### src/rtl/dls_pkg.sv
// Shared types and constants for the display list sequencer.
package dls_pkg;

  // Fixed frame geometry.
  localparam logic [8:0] TOP_LINES    = 9'd8;
  localparam logic [8:0] VBLANK_LINE  = 9'd248;
  localparam logic [8:0] NARROW_WIDTH = 9'd256;
  localparam logic [8:0] NORMAL_WIDTH = 9'd320;
  localparam logic [8:0] WIDE_WIDTH   = 9'd384;
  localparam logic [8:0] LINE_MAX     = 9'd511;

  // Configuration register indexes.
  localparam logic CFG_DMA_CONTROL = 1'b0;
  localparam logic CFG_LIST_START  = 1'b1;

  // DMA control bits and width select codes.
  localparam int unsigned DMA_LIST_EN_BIT = 5;
  localparam logic [1:0] WSEL_OFF    = 2'd0;
  localparam logic [1:0] WSEL_NARROW = 2'd1;
  localparam logic [1:0] WSEL_NORMAL = 2'd2;
  localparam logic [1:0] WSEL_WIDE   = 2'd3;

  // Instruction bits and mode codes.
  localparam int unsigned INS_IRQ_BIT = 7;
  localparam int unsigned INS_LMS_BIT = 6;
  localparam int unsigned INS_HS_BIT  = 4;
  localparam logic [3:0] MODE_BLANK     = 4'h0;
  localparam logic [3:0] MODE_JUMP      = 4'h1;
  localparam logic [3:0] MODE_CHAR_6    = 4'h6;
  localparam logic [3:0] MODE_CHAR_7    = 4'h7;
  localparam logic [3:0] MODE_BITMAP_8  = 4'h8;
  localparam logic [3:0] MODE_BITMAP_B  = 4'hB;

  typedef enum logic [2:0] {
    ACT_NONE   = 3'd0,
    ACT_BLANK  = 3'd1,
    ACT_JUMP   = 3'd2,
    ACT_CHAR   = 3'd3,
    ACT_BITMAP = 3'd4
  } dls_action_e;

  typedef struct packed {
    logic        frame_start;
    logic [7:0]  instruction_byte;
    logic [15:0] operand_word;
  } dls_in_t;

  typedef struct packed {
    dls_action_e action;
    logic [3:0]  display_mode;
    logic [8:0]  first_line;
    logic [8:0]  lines_produced;
    logic [15:0] screen_address;
    logic [7:0]  bytes_fetched;
    logic [8:0]  playfield_width;
    logic        interrupt_request;
    logic        horizontal_scroll;
    logic [15:0] next_list_address;
    logic        list_running;
  } dls_out_t;

endpackage

### src/rtl/display_list_sequencer.sv
// Display list sequencer: decodes one display list instruction per word.
//
// Each input word is either a frame start or one display list instruction
// byte with the 16-bit operand that follows it in memory. The block keeps
// the list pointer, the screen-data pointer, the next render line and the
// list active flag, and returns exactly one result word per input word:
// the action taken, the lines rendered, the screen data fetched, the
// playfield width and the list pointer that follows. Throughput is one word
// per cycle while out_stall_i does not hold the result register. An accepted
// word passes through the input register, then the decode and state update
// into the result register. The rate is set by the state update loop. A
// result waiting on out_stall_i does not block the input register from
// filling; the input stalls only when both hold a word.
// Configuration writes (dma_control, list_start_address) take effect at the
// next clock and should only be issued while the block is idle.
module display_list_sequencer (
  input  logic              clk_i,
  input  logic              rst_ni,
  input  logic              cfg_we_i,
  input  logic              cfg_index_i,
  input  logic [15:0]       cfg_wdata_i,
  input  logic              in_valid_i,
  output logic              in_stall_o,
  input  dls_pkg::dls_in_t  in_word_i,
  output logic              out_valid_o,
  input  logic              out_stall_i,
  output dls_pkg::dls_out_t out_word_o
);
  import dls_pkg::*;

  // Configuration registers.
  logic [7:0]  dma_control_q;
  logic [15:0] list_start_q;

  // Sequencer state.
  logic [15:0] list_ptr_q, list_ptr_d;
  logic [15:0] screen_ptr_q, screen_ptr_d;
  logic [8:0]  render_line_q, render_line_d;
  logic        active_q, active_d;
  logic [8:0]  width_q, width_d;

  // Pipeline registers.
  logic     in_valid_q;
  dls_in_t  in_word_q;
  logic     out_valid_q;
  dls_out_t out_word_q, out_word_d;

  logic in_accept;
  logic advance;

  // The result register is free when empty or being taken this cycle.
  assign advance    = !out_valid_q || !out_stall_i;
  assign in_stall_o = in_valid_q && !advance;
  assign in_accept  = in_valid_i && !in_stall_o;

  assign out_valid_o = out_valid_q;
  assign out_word_o  = out_word_q;

  // Configuration write port.
  always_ff @(posedge clk_i or negedge rst_ni) begin
    if (!rst_ni) begin
      dma_control_q <= '0;
      list_start_q  <= '0;
    end else if (cfg_we_i) begin
      unique case (cfg_index_i)
        CFG_DMA_CONTROL: dma_control_q <= cfg_wdata_i[7:0];
        CFG_LIST_START:  list_start_q  <= cfg_wdata_i;
        default: ;
      endcase
    end
  end

  // Input register: fill when empty or when the stage below can take its word.
  always_ff @(posedge clk_i or negedge rst_ni) begin
    if (!rst_ni) begin
      in_valid_q <= 1'b0;
    end else if (advance || !in_valid_q) begin
      in_valid_q <= in_accept;
    end
  end

  always_ff @(posedge clk_i) begin
    if (in_accept) begin
      in_word_q <= in_word_i;
    end
  end

  // Decode and state update for the word in the input register.
  logic        dma_en;
  logic [1:0]  wsel;
  logic        lms;
  logic [3:0]  mode;
  logic [8:0]  sel_width;
  logic [8:0]  lines;
  logic [9:0]  line_sum;
  logic [8:0]  line_sat;

  always_comb begin
    dma_en = dma_control_q[DMA_LIST_EN_BIT];
    wsel   = dma_control_q[1:0];
    lms    = in_word_q.instruction_byte[INS_LMS_BIT];
    mode   = in_word_q.instruction_byte[3:0];

    unique case (wsel)
      WSEL_NARROW: sel_width = NARROW_WIDTH;
      WSEL_NORMAL: sel_width = NORMAL_WIDTH;
      WSEL_WIDE:   sel_width = WIDE_WIDTH;
      default:     sel_width = '0;
    endcase

    // Hold all state unless a branch below changes it.
    list_ptr_d    = list_ptr_q;
    screen_ptr_d  = screen_ptr_q;
    render_line_d = render_line_q;
    active_d      = active_q;
    width_d       = width_q;
    lines         = '0;

    out_word_d                   = '0;
    out_word_d.action            = ACT_NONE;
    out_word_d.first_line        = render_line_q;
    out_word_d.screen_address    = screen_ptr_q;

    priority if (in_word_q.frame_start) begin
      render_line_d = TOP_LINES;
      active_d      = dma_en;
      if (dma_en) begin
        list_ptr_d   = list_start_q;
        screen_ptr_d = '0;
      end
      out_word_d.first_line     = TOP_LINES;
      out_word_d.screen_address = screen_ptr_d;
    end else if (!active_q) begin
      // List idle: report nothing.
    end else if (!dma_en) begin
      active_d = 1'b0;
    end else if (render_line_q >= VBLANK_LINE) begin
      // Frame finished: wait for the next frame start.
    end else if (wsel != WSEL_OFF) begin
      width_d = sel_width;
      out_word_d.display_mode      = mode;
      out_word_d.interrupt_request = in_word_q.instruction_byte[INS_IRQ_BIT];
      out_word_d.horizontal_scroll = in_word_q.instruction_byte[INS_HS_BIT];
      priority if (mode == MODE_BLANK) begin
        out_word_d.action = ACT_BLANK;
        lines      = {5'd0, 1'b0, in_word_q.instruction_byte[6:4]} + 9'd1;
        list_ptr_d = list_ptr_q + 16'd1;
      end else if (mode == MODE_JUMP) begin
        out_word_d.action = ACT_JUMP;
        list_ptr_d = in_word_q.operand_word;
        // Jump and wait: run out the frame to vertical blank.
        if (lms) begin
          lines = VBLANK_LINE - render_line_q;
        end
      end else begin
        if (mode < MODE_BITMAP_8) begin
          out_word_d.action = ACT_CHAR;
          lines = (mode == MODE_CHAR_7) ? 9'd16 : 9'd8;
          out_word_d.bytes_fetched =
            (mode == MODE_CHAR_6 || mode == MODE_CHAR_7) ?
            {3'd0, sel_width[8:4]} : {2'd0, sel_width[8:3]};
        end else begin
          out_word_d.action = ACT_BITMAP;
          priority if (mode == MODE_BITMAP_8) begin
            lines = 9'd8;
            out_word_d.bytes_fetched = {4'd0, sel_width[8:5]};
          end else if (mode == MODE_BITMAP_B) begin
            lines = 9'd2;
            out_word_d.bytes_fetched = {3'd0, sel_width[8:4]};
          end else begin
            lines = 9'd1;
            out_word_d.bytes_fetched = {2'd0, sel_width[8:3]};
          end
        end
        // Load memory scan: take the operand as the new screen pointer.
        out_word_d.screen_address = lms ? in_word_q.operand_word : screen_ptr_q;
        screen_ptr_d = out_word_d.screen_address
                     + {8'd0, out_word_d.bytes_fetched};
        list_ptr_d   = list_ptr_q + (lms ? 16'd3 : 16'd1);
      end
    end else begin
      // Width select off: hold everything and report nothing.
    end

    // Advance the render line, saturating at the last line.
    line_sum = {1'b0, render_line_q} + {1'b0, lines};
    line_sat = line_sum[9] ? LINE_MAX : line_sum[8:0];
    if (lines != '0) begin
      render_line_d = line_sat;
    end

    out_word_d.lines_produced    = lines;
    out_word_d.playfield_width   = width_d;
    out_word_d.next_list_address = list_ptr_d;
    out_word_d.list_running      = active_d;
  end

  // Commit state when the input word moves into the result register.
  logic fire;
  assign fire = in_valid_q && advance;

  always_ff @(posedge clk_i or negedge rst_ni) begin
    if (!rst_ni) begin
      list_ptr_q    <= '0;
      screen_ptr_q  <= '0;
      render_line_q <= '0;
      active_q      <= 1'b0;
      width_q       <= '0;
    end else if (fire) begin
      list_ptr_q    <= list_ptr_d;
      screen_ptr_q  <= screen_ptr_d;
      render_line_q <= render_line_d;
      active_q      <= active_d;
      width_q       <= width_d;
    end
  end

  // Result register: load on fire, drop once taken.
  always_ff @(posedge clk_i or negedge rst_ni) begin
    if (!rst_ni) begin
      out_valid_q <= 1'b0;
    end else if (advance) begin
      out_valid_q <= in_valid_q;
    end
  end

  always_ff @(posedge clk_i) begin
    if (fire) begin
      out_word_q <= out_word_d;
    end
  end

endmodule

### config.mk
export PLATFORM = sky130hd
export DESIGN_NAME = display_list_sequencer
export DESIGN_NICKNAME = d
export VERILOG_FILES = /design/src/rtl/dls_pkg.sv /design/src/rtl/display_list_sequencer.sv
export SDC_FILE = /design/constraint.sdc
export NUM_CORES = 1
export LEC_CHECK = 0
export BUFFER_PORTS_ARGS = -buffer_cell sky130_fd_sc_hd__buf_2
export CAP_MARGIN = 20
export CORE_ASPECT_RATIO = 0.9
export CORE_MARGIN = 2
export CORE_UTILIZATION = 50
export CTS_BUF_LIST = sky130_fd_sc_hd__clkbuf_8
export CTS_CLUSTER_SIZE = 40
export DETAILED_ROUTE_END_ITERATION = 7
export HOLD_SLACK_MARGIN = 0.12
export PLACE_DENSITY = 0.75
export REMOVE_ABC_BUFFERS = 1
export SETUP_SLACK_MARGIN = 0.3
export SLEW_MARGIN = 20
export SYNTH_ARGS = -nofsm -noshare
export SYNTH_HDL_FRONTEND = slang
export SYNTH_SLANG_ARGS = --single-unit
### constraint.sdc
create_clock -name clk_i -period 4.8 [get_ports clk_i]
set_clock_uncertainty 0.15 [all_clocks]
set_input_delay 0.24 -clock clk_i [delete_from_list [all_inputs] [get_ports clk_i]]
set_output_delay 0.24 -clock clk_i [all_outputs]
set_load 0.02 [all_outputs]
==> flow_summary.toml, run 1 <==
[setup_path]
critical_path_class = "register to register"
rr_startpoint = "render_line_q[1]$_DFFE_PN0P_"
ff2ff_setup_slack_ns = 0.70
crit_arrival_ns = 4.31
critical_path.slowest_cell = "dfrtp_1"
r2r_end = "render_line_q[8]$_DFFE_PN0P_"
cp_max_fo = 8
cp-end-kind = "register"
required_ns = 5.01
reg2reg_depth = 15
cpPeakStageDelay_ns = 0.51
path_cells = "inv_1 > ha_1 > nor4_4 > o311a_4 > nand2_1 > a21oi_1 > ha_1 > inv_1 > fa_1 > nor2b_1 > o2111ai_1 > nand2_1 > nand4_1 > a311o_1 > a221o_1"
start_kind = "register"

[pwr]
p_clk_share_pct = 23.8
internal_power_w = 0.002892
p_leak_nw = 4.643
switching_share_pct = 36.95
ir_worst_vdd_uv = 281.6
power.net_switching_w = 0.001695
power_frac_seq_pct = 46.5
comb_power_share_pct = 29.7
pwr_density_cell_nw_per_um2 = 406.7

[route]
wire_per_inst_um = 19.52
ant_nets = 0
viasPerCell = 5.974
vias = 7862
drc_errors = 0
drt_iter0_drc = 717
wl_um = 25690
dr.pass1.iters = 5

[die]
core-area_um2 = 19040
die_h_um = 135.6
rows = 48
start_util_pct = 50.57
die_w_um = 150.3
pin_count = 126
die_area_um2 = 20380

[place]
dp_hpwl_um = 17000
gp_congestion = 0.9526
port-buffer-count = 122

[yosys]
syn_inst = 908
synth_ff_type = "edfxtp_1"
yosysSeqAreaShare_pct = 49.60
synth.avg_cell_area_um2 = 10.60
syn_area_um2 = 9627
yosys_warnings = 0
ys_async_sr_fraction_pct = 42.11
synth.distinct_cells = 82
synth_edf_count = 99
yosys_register_bits = 171

[layout]
utilization_pct = 59.25
num-fill-cells = 1597
multi_input_area_um2 = 4434
seq_area_um2 = 4775
diodes = 0
layout.nets = 1121
area_delta_synth_final_pct = 17.18
drive_above_1_share_pct = 22.05

[clock_tree]
insertion_delay_ns = 0.48
cts_buffers = 17
cts_root_buffer = "clkbuf_8"
clk_path_buf_depth = 2
cts.reportedPaths.clkPinSlew_ns = 0.10
tritoncts = "done"
ctsHtreeMaxLevel = 4
cts_sinks = 171

[grt]
gr-total-overflow = 0
grt_pass1_vias = 7683
grt_pass1_wl_um = 40700
grt_max_degree = 73
grtUsageTotal_pct = 25.79
antenna_found_initial = 0

[timing]
fmax_ghz = 0.2440
relSlewSlack_pct = 37.66
min_period_over_period_pct = 85.38
fin_crit_ns = 4.098
worstMarginPinSlew_ns = 0.9351
final_max_slew_viol_count = 0
rsz0062_at_grt = "no"
setup_tns_ns = 0
hold_viol_final = 0
setup_viol = 0

[run_status]
status = "finished, final reports clean"

[run]
maxCapViolCount = 0

[hold_path]
hold_path.class = "input pin to asynchronous set/reset pin"
## sequential cells by signal, summed over array words and instances, names as in the netlist
name / count
width_q: 9
out_word_o: 74
active_q: 1
in_word_q: 25
list_ptr_q: 16
in_valid_q: 1
list_start_q: 16
screen_ptr_q: 16
render_line_q: 9
dma_control_q: 3
out_valid_o: 1
## cells by family after synthesis
| group | synth area share (%) |
|---|---|
| muxes | 5.537 |
| and+or+nand+nor | 17.26 |
| buffers and inverters | 4.419 |
| xor gates and xnor gates | 3.275 |
| adders and majority gates | 2.963 |
| AOI/OAI and AO/OA | 16.91 |
| other | 0.03895 |
| DFF | 49.60 |
## synthesized netlist by cell type, types with 18 or more instances
cell      instances  area (µm²)
nand3_1          23       115.1
ha_1             18       225.2
xnor2_1          23       201.4
buf_2            18       90.09
o21ai_0          51       255.2
a21oi_1          40       200.2
dfrtp_1          72        1802
inv_1            23       86.33
nand2_1          87       326.6
edfxtp_1         99        2973
nor2_1           52       195.2
and2_1           20       125.1
clkbuf_1         36       135.1
and3_1           26       162.7
nor2b_1          23       143.9
mux2_2           34       382.9
a22o_1           20       175.2
## power by group through the flow
| stage | combinational, W | sequential, W | clock (W) |
|---|---|---|---|
| finish | 0.00136 | 0.00213 | 0.00109 |
| global route | 0.00151 | 0.00217 | 0.00116 |
| CTS | 0.00136 | 0.00212 | 0.00110 |
| detailed placement | 0.00132 | 0.00215 | 0 |
| global placement | 0.00130 | 0.00214 | 0 |
| floorplan | 0.000849 | 0.00219 | 0 |
## stage by stage
stage	hold slack [ns]	power (W)	instances	area, µm²	setup WS, ns
CTS	0.1630	0.004581	1316	11280	0.5382
global route	0.1747	0.004835	1316	11280	0.4120
detailed placement	0.2681	0.003468	1238	10400	0.5865
finish	0.1809	0.004588	1316	11280	0.7016
floorplan	-0.2056	0.003036	842	9295	0.6331
global placement	0.2685	0.003446	1238	10400	0.7416
## final cells by class
type | count | area share [%]
Sequential cell | 171 | 42.32
Multi-Input combinational cell | 648 | 39.31
Timing Repair Buffer | 192 | 11.15
Tap cell | 250 | 2.773
Clock buffer | 17 | 2.074
Clock inverter | 15 | 1.597
Inverter | 23 | 0.7764
## how the worst max path moves through the flow
stage	from	endpoint	slack, ns	depth (start not counted)
4_1_cts	render_line_q[1]$_DFFE_PN0P_	render_line_q[8]$_DFFE_PN0P_	0.54	15
3_3_place_gp	render_line_q[1]$_DFFE_PN0P_	render_line_q[8]$_DFFE_PN0P_	0.74	15
3_5_place_dp	render_line_q[1]$_DFFE_PN0P_	render_line_q[8]$_DFFE_PN0P_	0.59	15
6_report	render_line_q[1]$_DFFE_PN0P_	render_line_q[8]$_DFFE_PN0P_	0.70	15
5_1_grt	render_line_q[1]$_DFFE_PN0P_	render_line_q[8]$_DFFE_PN0P_	0.41	15
2_1_floorplan	dma_control_q[5]$_DFFE_PN0P_	render_line_q[8]$_DFFE_PN0P_	0.63	13
## cell usage in the layout, fill, tap and decap left out, types with 20 or more instances in the layout
cell type      instances
nand3_1               23
xnor2_1               23
nand2_1               87
mux2_2                34
buf_2                121
o21ai_0               51
and3_1                26
buf_4                 24
inv_1                 22
a22o_1                20
nor2_1                52
dfrtp_1               72
dlygate4sd3_1         46
a21oi_1               40
and2_1                20
nor2b_1               23
edfxtp_1              99
## layer usage
layer,vias to the layer above,GRT usage [%],routed length [µm]
met5,-,0,0
met4,0,9.277,864
met3,78,4.714,1697
met2,335,41.92,12220
met1,3805,34.71,10910
li1,3644,-,-
## critical path, delay by kind of cell, from the launching register on
| kind | cells | cell delay [ns] |
|---|---|---|
| buf+inv | 2 | 0.20 |
| fa+ha+maj | 3 | 0.89 |
| simple gates | 5 | 0.94 |
| compound gates | 5 | 1.30 |
| flops | 1 | 0.51 |
## repair_timing
action | 4_1_cts | 5_1_grt
setup buffers | 0 | 0
gates resized for setup | 0 | 0
hold buffers | 46 | 0
setup endpoints to repair | 0 | 1
hold endpoints to repair | 118 | 0
Power figures use the tool's default switching activity.
==> run 2: changes to the inputs <==
CTS_CLUSTER_SIZE = default   (was 40)
clock period = 3.92 ns   (was 4.8 ns; I/O delays follow)
==> flow_summary.toml, run 2 (same netlist as run 1, synthesis figures left out) <==
[die]
die_w_um = 150.3
core-area_um2 = 19040
start_util_pct = 50.57
die_h_um = 135.6
rows = 48
die_area_um2 = 20380
pin_count = 126

[timing]
rsz0062_at_grt = "yes"
fin_crit_ns = 3.522
fmax_ghz = 0.2839
hold_viol_final = 0
final_max_slew_viol_count = 0
setup_viol = 0
relSlewSlack_pct = 46.14
worstMarginPinSlew_ns = 0.8060
min_period_over_period_pct = 89.85

[route]
vias = 7972
wire_per_inst_um = 19.83
wl_um = 26470
viasPerCell = 5.972
dr.pass1.iters = 7
drc_errors = 0
drt_iter0_drc = 646
ant_nets = 0

[layout]
fin_area_um2 = 11430
final_cell_mix = "buf_2 (121), edfxtp_1 (99), nand2_1 (87), dfrtp_1 (72), nor2_1 (50)"
diodes = 0
final_common_cell = "buf_2"
num-fill-cells = 1563
largest_reg_flops = 74
drive_above_1_share_pct = 24.06
utilization_pct = 60.02
area_delta_synth_final_pct = 18.69
layout.nets = 1140
finalNonFillerCells = 1335

[grt]
grt_pass1_vias = 7643
gr-total-overflow = 0
antenna_found_initial = 0
grt_pass1_wl_um = 41330
grt_max_degree = 73
grtUsageTotal_pct = 26.42

[place]
port-buffer-count = 122
placed_area_um2 = 10520
gp_congestion = 0.9182
dp_hpwl_um = 17780
place_inst = 1253

[setup_path]
crit_arrival_ns = 3.73
worst-path-buf-inv = 2
crit_family = "compound AO/OA/AOI/OAI gates"
critical_path.slowest_cell = "dfrtp_1"
critical_path_class = "register to register"
reg2reg_depth = 14
ff2ff_setup_slack_ns = 0.40
cp_num_cells = 14
required_ns = 4.13
cp_max_fo = 5
r2r_end = "render_line_q[8]$_DFFE_PN0P_"
cpPeakStageDelay_ns = 0.36
rr_startpoint = "render_line_q[1]$_DFFE_PN0P_"
start_kind = "register"
path_cells = "inv_1 > ha_1 > nor2b_2 > or3_1 > a41o_1 > nand3_2 > inv_1 > ha_1 > and3_1 > o2bb2ai_1 > o21ai_1 > nand4_1 > a311o_1 > a221o_1"
cp-end-kind = "register"

[clock_tree]
cts_root_buffer = "clkbuf_8"
tritoncts = "done"
insertion_delay_ns = 0.47
cts.reportedPaths.clkPinSlew_ns = 0.09
ctsHtreeMaxLevel = 4
cts_sinks = 171
cts_buffers = 17
clk_path_buf_depth = 2

[hold_path]
hold_path.class = "input pin to asynchronous set/reset pin"

[pwr]
power_w = 0.005588
p_leak_nw = 4.730
ir_worst_vdd_uv = 286.6
pwr_density_cell_nw_per_um2 = 489.1

[run_status]
status = "finished, final reports clean"

[run]
maxCapViolCount = 0
==> run 2: cell count changes in the layout (fill, tap and decap cells not counted), moves of 3 or more <==
cell     before  now
a21oi_1      40   37
a21oi_2       1    4
buf_4        24   43
o21ai_0      51   48
o21ai_1       0    3
==> run 2: cell type report <==
| cell class | count | area (µm²) | area share (%) |
|---|---|---|---|
| Sequential cell | 171 | 4775 | 41.79 |
| Multi-Input combinational cell | 648 | 4483 | 39.24 |
| Timing Repair Buffer | 211 | 1400 | 12.25 |
| Tap cell | 250 | 312.8 | 2.738 |
| Clock buffer | 18 | 247.7 | 2.168 |
| Clock inverter | 14 | 120.1 | 1.051 |
| Inverter | 23 | 87.58 | 0.7665 |
==> run 2: worst max-delay path by stage <==
stage	slack, ns	from	end
after global routing	0.22	render_line_q[1]$_DFFE_PN0P_	render_line_q[8]$_DFFE_PN0P_
final	0.40	render_line_q[1]$_DFFE_PN0P_	render_line_q[8]$_DFFE_PN0P_
after CTS	0.31	render_line_q[1]$_DFFE_PN0P_	render_line_q[8]$_DFFE_PN0P_
after detailed placement	0.21	render_line_q[1]$_DFFE_PN0P_	render_line_q[8]$_DFFE_PN0P_
after floorplan	-0.25	dma_control_q[5]$_DFFE_PN0P_	render_line_q[8]$_DFFE_PN0P_
after global placement	0.32	render_line_q[1]$_DFFE_PN0P_	render_line_q[8]$_DFFE_PN0P_
==> run 2: timing repair <==
item	CTS	global route
endpoints found under the setup margin	2	15
hold buffers	46	0
endpoints found under the hold margin	118	0
buffers inserted	0	4
gates resized for setup	2	13
pin swaps	0	3
==> run 2: worst register-to-register path: cells and delay by family (launching register included) <==
kind / cells / cell delay (ns)
AO/OA/AOI/OAI: 5 / 1.22
AND/OR/NAND/NOR: 5 / 0.94
adder cells (fa/ha/maj): 2 / 0.59
flip-flops: 1 / 0.36
buffers and inverters: 2 / 0.16
==> run 2: through the flow <==
step           setup slack [ns]  hold WS, ns  TNS, ns
6_report                 0.3979       0.1017        0
5_1_grt                  0.2183       0.1368        0
4_1_cts                  0.3065       0.1385        0
3_5_place_dp             0.2140       0.2241        0
3_3_place_gp             0.3174       0.2238        0
2_1_floorplan           -0.2469      -0.2496   -1.254
==> run 2: per-layer routing <==
layer	track usage, %	vias to the layer above	wire length [µm]
li1	-	3694	-
met1	34.39	3887	11140
met2	43.94	327	12860
met5	0	-	0
met3	5.152	64	1635
met4	9.696	0	833
==> run 2: where the power goes <==
| part | switching (W) | internal (W) | total (W) |
|---|---|---|---|
| sequential | 0.000326 | 0.00223 | 0.00256 |
| combinational | 0.00105 | 0.000775 | 0.00182 |
| clock | 0.000690 | 0.000521 | 0.00121 |
